==> src/sv/ect_pkg.sv <==
// ----------------------------------------------------------------------------
// ect_pkg: shared types and constants of the ear clipping triangulator
// Item formats, vertex store entry, cross product flags and sequencer states.
// ----------------------------------------------------------------------------
package ect_pkg;

  localparam int MAX_VERTICES = 32;
  localparam int COORD_BITS   = 16;
  localparam int FIELD_BITS   = 16;
  localparam int IDX_BITS     = 5;
  localparam int AW           = $clog2(MAX_VERTICES);
  localparam int CNT_W        = $clog2(MAX_VERTICES + 1);
  localparam int QDEPTH       = 2;
  localparam int QAW          = (QDEPTH > 1) ? $clog2(QDEPTH) : 1;
  localparam int QCW          = $clog2(QDEPTH + 1);

  typedef logic signed [COORD_BITS-1:0] coord_t;

  typedef struct packed {
    logic signed [FIELD_BITS-1:0] x;
    logic signed [FIELD_BITS-1:0] y;
    logic                         last;
  } vtx_t;

  typedef struct packed {
    logic signed [FIELD_BITS-1:0] ax;
    logic signed [FIELD_BITS-1:0] ay;
    logic signed [FIELD_BITS-1:0] bx;
    logic signed [FIELD_BITS-1:0] by;
    logic signed [FIELD_BITS-1:0] cx;
    logic signed [FIELD_BITS-1:0] cy;
    logic [IDX_BITS-1:0]          first_index;
    logic [IDX_BITS-1:0]          third_index;
    logic [1:0]                   corners;
    logic                         is_ear;
    logic                         stuck;
    logic                         done_res;
  } res_t;

  // Classified vertex on its way from the front to the back
  typedef struct packed {
    coord_t         x;
    coord_t         y;
    logic           last;
    logic           wr;
    logic [AW-1:0]  addr;
  } qitem_t;

  typedef struct packed {
    coord_t         x;
    coord_t         y;
    logic [AW-1:0]  orig;
  } entry_t;

  // Sign of one cross product
  typedef struct packed {
    logic pos;
    logic zero;
  } cross_t;

  typedef struct packed {
    logic idle;
    logic pop;
  } back_stat_t;

  typedef enum logic [4:0] {
    B_IDLE, B_ROUND,
    C_A0, C_A1, C_A2, C_A3, C_A4, C_A5, C_A6, C_A7, C_A8,
    E_SEL, E_RD1, E_RD2, E_X3, E_X4, E_X5, E_X6, E_X7,
    EAR_OUT, M_RD, M_WR,
    F_0, F_1, F_2, F_3, F_4,
    STK_OUT
  } bstate_t;

  function automatic logic [IDX_BITS-1:0] to_idx(logic [AW-1:0] v);
    return IDX_BITS'(v);
  endfunction

  function automatic logic signed [FIELD_BITS-1:0] to_field(coord_t v);
    return FIELD_BITS'(v);
  endfunction

endpackage

==> src/sv/ect_front.sv <==
// ----------------------------------------------------------------------------
// ect_front: vertex intake
// Accepts vertices, numbers them in load order and marks those beyond capacity.
// ----------------------------------------------------------------------------
module ect_front import ect_pkg::*; (
  input  logic   clk,
  input  logic   rst,
  input  logic   vtx_valid,
  output logic   vtx_stall,
  input  vtx_t   vtx,
  input  logic   q_full,
  output logic   q_push,
  output qitem_t q_item
);

  logic [CNT_W-1:0] cnt;
  logic [CNT_W-1:0] cnt_next;
  logic             keep;

  assign vtx_stall = q_full;
  assign q_push    = vtx_valid && !q_full;
  assign keep      = cnt < CNT_W'(MAX_VERTICES);

  always_comb begin
    q_item.x    = COORD_BITS'(vtx.x);
    q_item.y    = COORD_BITS'(vtx.y);
    q_item.last = vtx.last;
    q_item.wr   = keep;
    q_item.addr = cnt[AW-1:0];
  end

  always_comb begin
    cnt_next = cnt;
    if (q_push) begin
      if (vtx.last) cnt_next = '0;
      else if (keep) cnt_next = cnt + 1'b1;
    end
  end

  always_ff @(posedge clk) begin
    if (rst) cnt <= '0;
    else cnt <= cnt_next;
  end

endmodule

==> src/sv/ect_queue.sv <==
// ----------------------------------------------------------------------------
// ect_queue: short FIFO between front and back
// Decouples vertex intake from the triangulation sequencer.
// ----------------------------------------------------------------------------
module ect_queue import ect_pkg::*; (
  input  logic   clk,
  input  logic   rst,
  input  logic   push,
  input  qitem_t din,
  input  logic   pop,
  output qitem_t dout,
  output logic   full,
  output logic   nempty
);

  qitem_t           slots [QDEPTH];
  logic [QAW-1:0]   wp;
  logic [QAW-1:0]   rp;
  logic [QCW-1:0]   cnt;

  assign full   = cnt == QCW'(QDEPTH);
  assign nempty = cnt != '0;
  assign dout   = slots[rp];

  always_ff @(posedge clk) begin
    if (push) slots[wp] <= din;
  end

  always_ff @(posedge clk) begin
    if (rst) begin
      wp  <= '0;
      rp  <= '0;
      cnt <= '0;
    end else begin
      if (push) wp <= (wp == QAW'(QDEPTH - 1)) ? '0 : wp + 1'b1;
      if (pop)  rp <= (rp == QAW'(QDEPTH - 1)) ? '0 : rp + 1'b1;
      cnt <= cnt + QCW'(push) - QCW'(pop);
    end
  end

endmodule

==> src/sv/ect_cross.sv <==
// ----------------------------------------------------------------------------
// ect_cross: pipelined exact cross product sign
// Sign of (b - a) x (p - a); the two products are registered, then the flags.
// ----------------------------------------------------------------------------
module ect_cross import ect_pkg::*; (
  input  logic   clk,
  input  entry_t a,
  input  entry_t b,
  input  entry_t p,
  output cross_t flags
);

  localparam int DW = COORD_BITS + 1;
  localparam int PW = 2 * DW;
  localparam int RW = PW + 1;

  logic signed [DW-1:0] dbx, dby, dpx, dpy;
  logic signed [PW-1:0] p1, p2;
  logic signed [RW-1:0] diff;

  assign dbx  = DW'(b.x) - DW'(a.x);
  assign dby  = DW'(b.y) - DW'(a.y);
  assign dpx  = DW'(p.x) - DW'(a.x);
  assign dpy  = DW'(p.y) - DW'(a.y);
  assign diff = RW'(p1) - RW'(p2);

  always_ff @(posedge clk) begin
    p1         <= dbx * dpy;
    p2         <= dpx * dby;
    flags.pos  <= diff > 0;
    flags.zero <= diff == 0;
  end

endmodule

==> src/sv/ect_back.sv <==
// ----------------------------------------------------------------------------
// ect_back: vertex store and ear clipping sequencer
// Stores vertices, searches ears with one cross product unit, emits results.
// ----------------------------------------------------------------------------
module ect_back import ect_pkg::*; (
  input  logic       clk,
  input  logic       rst,
  input  qitem_t     q_item,
  input  logic       q_nempty,
  output logic       q_pop,
  output logic       res_valid,
  input  logic       res_stall,
  output res_t       res,
  output back_stat_t stat
);

  entry_t mem [MAX_VERTICES];
  entry_t rd_data;
  logic [AW-1:0] rd_addr;
  logic          we;
  logic [AW-1:0] waddr;
  entry_t        wdata;

  bstate_t state, state_next;

  logic [CNT_W-1:0] n;
  logic [AW-1:0]    i, k, j;
  entry_t P0, PI, P1, P2, K, K1;
  cross_t s1, s2, sc, sd, se, cx;
  entry_t ca, cb, cp;

  logic [CNT_W-1:0] n_m1, i1c, i2c, k1c;
  logic [AW-1:0]    i0, i1, i2, k1;
  logic             last_i, last_k, skip, cone, meet, out_free, load;
  res_t             res_new;

  function automatic logic between(coord_t lo, coord_t hi, coord_t v);
    return (lo <= v && v <= hi) || (lo >= v && v >= hi);
  endfunction

  function automatic logic in_span(entry_t a, entry_t b, entry_t p);
    logic r;
    if (a.x != b.x) r = between(a.x, b.x, p.x);
    else r = between(a.y, b.y, p.y);
    return r;
  endfunction

  ect_cross u_cross (.clk(clk), .a(ca), .b(cb), .p(cp), .flags(cx));

  // Cyclic neighbours among live vertices
  always_comb begin
    n_m1   = n - 1'b1;
    i0     = (i == '0) ? n_m1[AW-1:0] : i - 1'b1;
    i1c    = CNT_W'(i) + 1'b1;
    i1     = (i1c == n) ? '0 : i1c[AW-1:0];
    i2c    = CNT_W'(i1) + 1'b1;
    i2     = (i2c == n) ? '0 : i2c[AW-1:0];
    k1c    = CNT_W'(k) + 1'b1;
    k1     = (k1c == n) ? '0 : k1c[AW-1:0];
    last_i = CNT_W'(i) == n_m1;
    last_k = CNT_W'(k) == n_m1;
    skip   = k == i || k1 == i || k == i2 || k1 == i2;
  end

  // Cone at the candidate; cx holds the sign of cross(i, i+2, i+1) here
  always_comb begin
    if (s1.pos || s1.zero) cone = s2.pos && !cx.pos && !cx.zero;
    else cone = !((cx.pos || cx.zero) && !s2.pos);
  end

  // Diagonal against edge k; cx holds the last of the four signs here
  always_comb begin
    meet = (!sc.zero && !sd.zero && !se.zero && !cx.zero
            && (sc.pos != sd.pos) && (se.pos != cx.pos))
        || (sc.zero && in_span(PI, P2, K))
        || (sd.zero && in_span(PI, P2, K1))
        || (se.zero && in_span(K, K1, PI))
        || (cx.zero && in_span(K, K1, P2));
  end

  assign out_free = !res_valid || !res_stall;

  always_comb begin
    ca = PI;
    cb = P2;
    cp = K;
    case (state)
      C_A4:    begin ca = P0; cb = PI; cp = P1; end
      C_A5:    cp = P0;
      C_A6:    cp = P1;
      E_X3:    cp = K1;
      E_X4:    begin ca = K; cb = K1; cp = PI; end
      E_X5:    begin ca = K; cb = K1; cp = P2; end
      default: ;
    endcase
  end

  always_comb begin
    state_next = state;
    rd_addr    = '0;
    we         = 1'b0;
    waddr      = q_item.addr;
    wdata.x    = q_item.x;
    wdata.y    = q_item.y;
    wdata.orig = q_item.addr;
    q_pop      = 1'b0;
    load       = 1'b0;
    res_new    = '0;
    case (state)
      B_IDLE: begin
        if (q_nempty) begin
          q_pop = 1'b1;
          we    = q_item.wr;
          if (q_item.last) state_next = B_ROUND;
        end
      end
      B_ROUND: state_next = (n <= CNT_W'(3)) ? F_0 : C_A0;
      C_A0: begin rd_addr = i0; state_next = C_A1; end
      C_A1: begin rd_addr = i;  state_next = C_A2; end
      C_A2: begin rd_addr = i1; state_next = C_A3; end
      C_A3: begin rd_addr = i2; state_next = C_A4; end
      C_A4: state_next = C_A5;
      C_A5: state_next = C_A6;
      C_A6: state_next = C_A7;
      C_A7: state_next = C_A8;
      C_A8: begin
        if (cone) state_next = E_SEL;
        else state_next = last_i ? STK_OUT : C_A0;
      end
      E_SEL: begin
        rd_addr = k;
        if (!skip) state_next = E_RD1;
        else if (last_k) state_next = EAR_OUT;
      end
      E_RD1: begin rd_addr = k1; state_next = E_RD2; end
      E_RD2: state_next = E_X3;
      E_X3:  state_next = E_X4;
      E_X4:  state_next = E_X5;
      E_X5:  state_next = E_X6;
      E_X6:  state_next = E_X7;
      E_X7: begin
        if (meet) state_next = last_i ? STK_OUT : C_A0;
        else state_next = last_k ? EAR_OUT : E_SEL;
      end
      EAR_OUT: begin
        res_new.ax          = to_field(PI.x);
        res_new.ay          = to_field(PI.y);
        res_new.bx          = to_field(P1.x);
        res_new.by          = to_field(P1.y);
        res_new.cx          = to_field(P2.x);
        res_new.cy          = to_field(P2.y);
        res_new.first_index = to_idx(PI.orig);
        res_new.third_index = to_idx(P2.orig);
        res_new.corners     = 2'd3;
        res_new.is_ear      = 1'b1;
        if (out_free) begin
          load       = 1'b1;
          state_next = M_RD;
        end
      end
      M_RD: begin
        rd_addr = j + 1'b1;
        if (CNT_W'(j) == n_m1) state_next = B_ROUND;
        else state_next = M_WR;
      end
      M_WR: begin
        we         = 1'b1;
        waddr      = j;
        wdata      = rd_data;
        state_next = M_RD;
      end
      F_0: begin rd_addr = '0;     state_next = F_1; end
      F_1: begin rd_addr = AW'(1); state_next = F_2; end
      F_2: begin rd_addr = AW'(2); state_next = F_3; end
      F_3: state_next = F_4;
      F_4: begin
        if (n >= CNT_W'(1)) begin
          res_new.ax          = to_field(P0.x);
          res_new.ay          = to_field(P0.y);
          res_new.first_index = to_idx(P0.orig);
        end
        if (n >= CNT_W'(2)) begin
          res_new.bx = to_field(PI.x);
          res_new.by = to_field(PI.y);
        end
        if (n == CNT_W'(3)) begin
          res_new.cx          = to_field(P1.x);
          res_new.cy          = to_field(P1.y);
          res_new.third_index = to_idx(P1.orig);
        end
        res_new.corners  = n[1:0];
        res_new.done_res = 1'b1;
        if (out_free) begin
          load       = 1'b1;
          state_next = B_IDLE;
        end
      end
      STK_OUT: begin
        res_new.stuck    = 1'b1;
        res_new.done_res = 1'b1;
        if (out_free) begin
          load       = 1'b1;
          state_next = B_IDLE;
        end
      end
      default: state_next = B_IDLE;
    endcase
  end

  assign stat.idle = state == B_IDLE;
  assign stat.pop  = q_pop;

  always_ff @(posedge clk) begin
    if (we) mem[waddr] <= wdata;
    rd_data <= mem[rd_addr];
  end

  always_ff @(posedge clk) begin
    if (rst) state <= B_IDLE;
    else state <= state_next;
  end

  always_ff @(posedge clk) begin
    if (rst) begin
      n <= '0;
      i <= '0;
      k <= '0;
      j <= '0;
    end else begin
      case (state)
        B_IDLE:  if (q_pop && q_item.wr) n <= CNT_W'(q_item.addr) + 1'b1;
        B_ROUND: i <= '0;
        C_A8: begin
          k <= '0;
          if (!cone) i <= i + 1'b1;
        end
        E_SEL:   if (skip) k <= k + 1'b1;
        E_X7: begin
          if (meet) begin
            i <= i + 1'b1;
            k <= '0;
          end else begin
            k <= k + 1'b1;
          end
        end
        EAR_OUT: j <= i1;
        M_RD:    if (CNT_W'(j) == n_m1) n <= n_m1;
        M_WR:    j <= j + 1'b1;
        F_4:     if (out_free) n <= '0;
        STK_OUT: if (out_free) n <= '0;
        default: ;
      endcase
    end
  end

  // Operand and sign capture
  always_ff @(posedge clk) begin
    case (state)
      C_A1:  P0 <= rd_data;
      C_A2:  PI <= rd_data;
      C_A3:  P1 <= rd_data;
      C_A4:  P2 <= rd_data;
      C_A6:  s1 <= cx;
      C_A7:  s2 <= cx;
      E_RD1: K  <= rd_data;
      E_RD2: K1 <= rd_data;
      E_X4:  sc <= cx;
      E_X5:  sd <= cx;
      E_X6:  se <= cx;
      F_1:   P0 <= rd_data;
      F_2:   PI <= rd_data;
      F_3:   P1 <= rd_data;
      default: ;
    endcase
  end

  always_ff @(posedge clk) begin
    if (rst) res_valid <= 1'b0;
    else if (load) res_valid <= 1'b1;
    else if (!res_stall) res_valid <= 1'b0;
  end

  always_ff @(posedge clk) begin
    if (load) res <= res_new;
  end

endmodule

==> src/sv/ear_clip_triangulator.sv <==
// Ear clipping triangulator.
// vtx channel: one polygon vertex per transfer (x, y, last). Vertices are
// numbered in load order; those beyond MAX_VERTICES are dropped, but a last
// flag on a dropped vertex still closes the polygon.
// res channel: one transfer per clipped ear (is_ear = 1), then a final
// transfer with done_res = 1 carrying the remaining corners, or carrying
// stuck = 1 when no ear is left to clip.
// Loading: one cycle per vertex while the sequencer is idle; a two-entry
// queue absorbs vertices while a polygon is being closed.
// Triangulation: each candidate steps through C_A0 to C_A8 and each edge tested
// through E_SEL to E_X7, a skipped edge only through E_SEL; a clipped ear shifts
// the store with one read (M_RD) and one write (M_WR) per moved entry. The pace
// is set by the single read port of the vertex store and the one shared,
// two stage cross product unit.
// A stalled result holds in the output register; the sequencer waits on it.
// Reset (synchronous, active high) empties the queue, drops any polygon in
// progress and clears the output valid. The vertex store is not cleared.
// ----------------------------------------------------------------------------
// ear_clip_triangulator: top level
// Front intake, queue and triangulation back end.
// ----------------------------------------------------------------------------
module ear_clip_triangulator import ect_pkg::*; (
  input  logic clk,
  input  logic rst,
  input  logic vtx_valid,
  output logic vtx_stall,
  input  vtx_t vtx,
  output logic res_valid,
  input  logic res_stall,
  output res_t res
);

  logic       q_push, q_pop, q_full, q_nempty;
  qitem_t     q_in, q_out;
  back_stat_t stat;

  // Number and classify each vertex transfer
  ect_front u_front (
    .clk(clk), .rst(rst),
    .vtx_valid(vtx_valid), .vtx_stall(vtx_stall), .vtx(vtx),
    .q_full(q_full), .q_push(q_push), .q_item(q_in)
  );

  // Hold classified vertices until the sequencer is idle
  ect_queue u_queue (
    .clk(clk), .rst(rst),
    .push(q_push), .din(q_in), .pop(q_pop), .dout(q_out),
    .full(q_full), .nempty(q_nempty)
  );

  // Store vertices, clip ears, drive the result register
  ect_back u_back (
    .clk(clk), .rst(rst),
    .q_item(q_out), .q_nempty(q_nempty), .q_pop(q_pop),
    .res_valid(res_valid), .res_stall(res_stall), .res(res),
    .stat(stat)
  );

`ifndef NO_ASSERTIONS
  a_no_overflow: assert property (@(posedge clk) disable iff (rst)
    !(q_push && q_full)) else $error("vertex queue overflow");

  a_pop_idle: assert property (@(posedge clk) disable iff (rst)
    stat.pop |-> stat.idle && q_nempty) else $error("queue popped while busy");

  a_ear_shape: assert property (@(posedge clk) disable iff (rst)
    res_valid && res.is_ear |-> res.corners == 2'd3 && !res.done_res && !res.stuck)
    else $error("malformed ear result");

  a_stuck_end: assert property (@(posedge clk) disable iff (rst)
    res_valid && res.stuck |-> res.done_res && res.corners == 2'd0)
    else $error("malformed stuck result");
`endif

endmodule

==> config.mk <==
export PLATFORM = sky130hd
export DESIGN_NAME = ear_clip_triangulator
export DESIGN_NICKNAME = d
export VERILOG_FILES = /design/src/sv/ect_pkg.sv /design/src/sv/ect_front.sv /design/src/sv/ect_queue.sv /design/src/sv/ect_cross.sv /design/src/sv/ect_back.sv /design/src/sv/ear_clip_triangulator.sv
export SDC_FILE = /design/constraint.sdc
export NUM_CORES = 2
export LEC_CHECK = 0
export ABC_AREA = 1
export BUFFER_PORTS_ARGS = -buffer_cell sky130_fd_sc_hd__buf_4
export CORE_MARGIN = 3
export CORE_UTILIZATION = 50
export CTS_BUF_LIST = sky130_fd_sc_hd__clkbuf_8
export CTS_CLUSTER_DIAMETER = 120
export DETAILED_ROUTE_END_ITERATION = 6
export PLACE_DENSITY = 0.68
export SYNTH_ARGS = -nofsm -noshare
export SYNTH_HDL_FRONTEND = slang
export SYNTH_SLANG_ARGS = --single-unit
==> constraint.sdc <==
create_clock -name clk -period 9.8 [get_ports clk]
set_input_delay 1.96 -clock clk [delete_from_list [all_inputs] [get_ports clk]]
set_output_delay 1.96 -clock clk [all_outputs]
set_load 0.02 [all_outputs]
==> metrics.yaml <==
grt_pass1_wl_um: 468000
slew_headroom_pct: 13.9
drt_wl_total_um: 318000
io_buffer_count: 149
rr_worst_depth: 48
grt_start_max_net_pins: 253
vias: 72192
cts_buffers: 309
dp_hpwl_um: 214000
drv_slew: 0
cp.buffers_inverters: 13
final_nets: 10552
synth_area_leaders: "edfxtp_1 (48%), fa_1 (12%), ha_1 (5.1%)"
hold_viol: 0
clk_latency_ns: 1.04
final_cell_area_um2: 112000
syn_to_final_growth_pct: 12.5
placed_area_um2: 106000
maxCapViolCount: 0
worstMarginPinSlew_ns: 1.29
cp.arrival_ns: 10.31
synth-seq-cells: 1739
drtPass1Iterations: 6
detail_route.wl_per_cell_um: 25.7
skew_ns: 0.0923
place.gp.congestion: 0.999
ant_nets: 0
cp.depth: 48
synth_edf_count: 1594
coreArea_um2: 198000
cts-root-buf: "clkbuf_8"
syn_nets: 10103
syn_area_um2: 99500
grt_pass1_vias: 72360
ctsLongestPathBuffers: 4
whs_path_depth: 1
dieHeight_um: 452
timing.final.crit_period_ns: 9.41
rows: 163
clock-sinks: 1739
worst_path_most_repeated_cell: "inv_1"
synthCells: 9060
holdCritPathClass: "flop to flop"
yosysSeqAreaShare_pct: 51.0
required_ns: 10.70
slowest_stage: "fa_1"
setup_viol: 0
worst_hold_slack_ns: 0.469
critPathLaunchType: "flop"
cp-end-kind: "flop"
synth.distinct_cells: 57
path_delay_family: "adder cells"
ios: 150
cp_slowest_stage_delay_ns: 0.54
ctsHtreeMaxLevel: 5
die_w_um: 452
floorplan.initialDensity_pct: 50.4
grt-ovfl-total: 0
period_share_pct: 96.1
hold_buffers: 0
drive_above_1_share_pct: 11.7
cts_tree: "built"
yosysWarnings: 0
timing.fmax_mhz: 106
tns_ns: 0
vias_per_cell: 5.83
drc: 0
antenna_found_initial: 9
drt_iter0_drc: 7198
dieArea_um2: 204000
avgSynthCellArea_um2: 11.0
critPathMaxFanout: 14
path_clk_slew_ns: 0.06
yosysTopAreaCell: "edfxtp_1"
status: "completed"
fin_util_pct: 56.7
synth_top_area_share_pct: 48.1
async_flop_share_pct: 0
path_class: "flop to flop"
synth_flop_cell: "edfxtp_1"
grtUsageTotal_pct: 30.8
-- state kept, by name, indices dropped and copies added (netlist names), 6 cells and up, named ones only --
| name | count |
|---|---|
| u_queue.slots | 78 |
| u_front.cnt | 6 |
| u_back.mem | 1184 |
| u_back.n | 6 |
| u_back.K1 | 32 |
| u_back.PI | 37 |
| u_back.K | 32 |
| u_back.P0 | 37 |
| u_back.u_cross.p1 | 34 |
| u_back.rd_data | 37 |
| u_back.P2 | 37 |
| u_back.res | 111 |
| u_back.P1 | 37 |
| u_back.u_cross.p2 | 34 |
-- per-stage QoR --
stage                     std cells  worst slack [ns]
after global placement        11823            -0.273
after global routing          12375           -0.0633
final                         12375             0.386
after detailed placement      11823            -0.255
after CTS                     12357            0.0369
after floorplan                9060             0.113
-- cell families (layout without fill, tap and decap cells) --
family	Yosys count	count (layout)	share of synthesized area [%]
multiplexers	2	2	0.0201
flip-flops	1739	1739	51.0
AO/OA/AOI/OAI	1461	1461	9.87
XOR/XNOR	168	168	1.49
adder cells (fa/ha/maj)	1007	1007	17.2
buffers and inverters	1656	2328	6.43
AND/OR/NAND/NOR	3027	3027	14.0
other	0	3	0
-- synthesized netlist by cell type, types with 6 or more instances --
library cell / count
o21ai_0: 169
dfxtp_1: 145
a21oi_1: 273
o2111ai_1: 7
o31ai_1: 8
buf_1: 22
or2_1: 279
inv_2: 15
xnor2_1: 56
nor2_1: 581
a31oi_1: 54
a21boi_0: 8
edfxtp_1: 1594
nand4_1: 38
or2_0: 301
a21o_1: 6
buf_2: 125
nand3_1: 588
fa_1: 598
inv_1: 1226
o22ai_1: 104
nor3_1: 58
xor2_1: 111
a211oi_1: 13
nor4_1: 12
a22oi_1: 41
clkbuf_1: 247
clkinv_1: 15
ha_1: 408
a221oi_1: 37
o32ai_1: 62
o21bai_1: 23
or2_2: 42
nand2_1: 1107
o211ai_1: 636
-- cell usage in the layout (no fill, tap or decap), types with 31 or more instances in the layout --
cell type,count
nor2_4,40
dfxtp_1,141
o22ai_1,104
or2_1,279
a21oi_1,261
a22oi_1,39
nand3_1,588
a221oi_1,36
ha_1,405
or2_0,301
xnor2_1,56
o21ai_0,152
nand2_1,1097
inv_1,1325
a31oi_2,31
fa_1,593
clkinv_1,57
nand4_1,38
xor2_1,110
clkbuf_8,342
nor2_1,532
o211ai_1,636
edfxtp_1,1594
buf_4,516
o32ai_1,62
or2_2,42
nor3_1,54
-- layer usage --
layer	wire length (µm)	global-route usage, %
met2	155000	51.3
met4	20000	16.9
met1	121000	39.1
met5	0	0
met3	22700	4.02
-- repair_timing --
item | 4_1_cts | 5_1_grt
endpoints found under the setup margin | 8 | 23
pin swaps | 0 | 12
resized for setup | 6 | 96
setup buffers | 0 | 14
-- final cells by class --
cell class,count,area (µm²)
Inverter,1256,4750
Clock buffer,342,4710
Timing Repair Buffer,538,4230
Clock inverter,192,1030
Antenna cell,3,7.51
Sequential cell,1739,50800
Tap cell,2640,3300
Fill cell,16563,85600
Multi-Input combinational cell,5665,43200
-- worst paths after layout --
path,from,end,slack (ns)
worst max-delay path,u_back.state[1],u_back.u_cross.p2[32],0.39
worst min-delay path,u_queue.rp,flop,0.47
worst max register to register,u_back.state[1],u_back.u_cross.p2[32],0.39
worst min register to register,u_queue.rp,flop,0.47
Power is not shown: default switching activity piles up to over one toggle a cycle in this logic, so the estimate is an artifact.
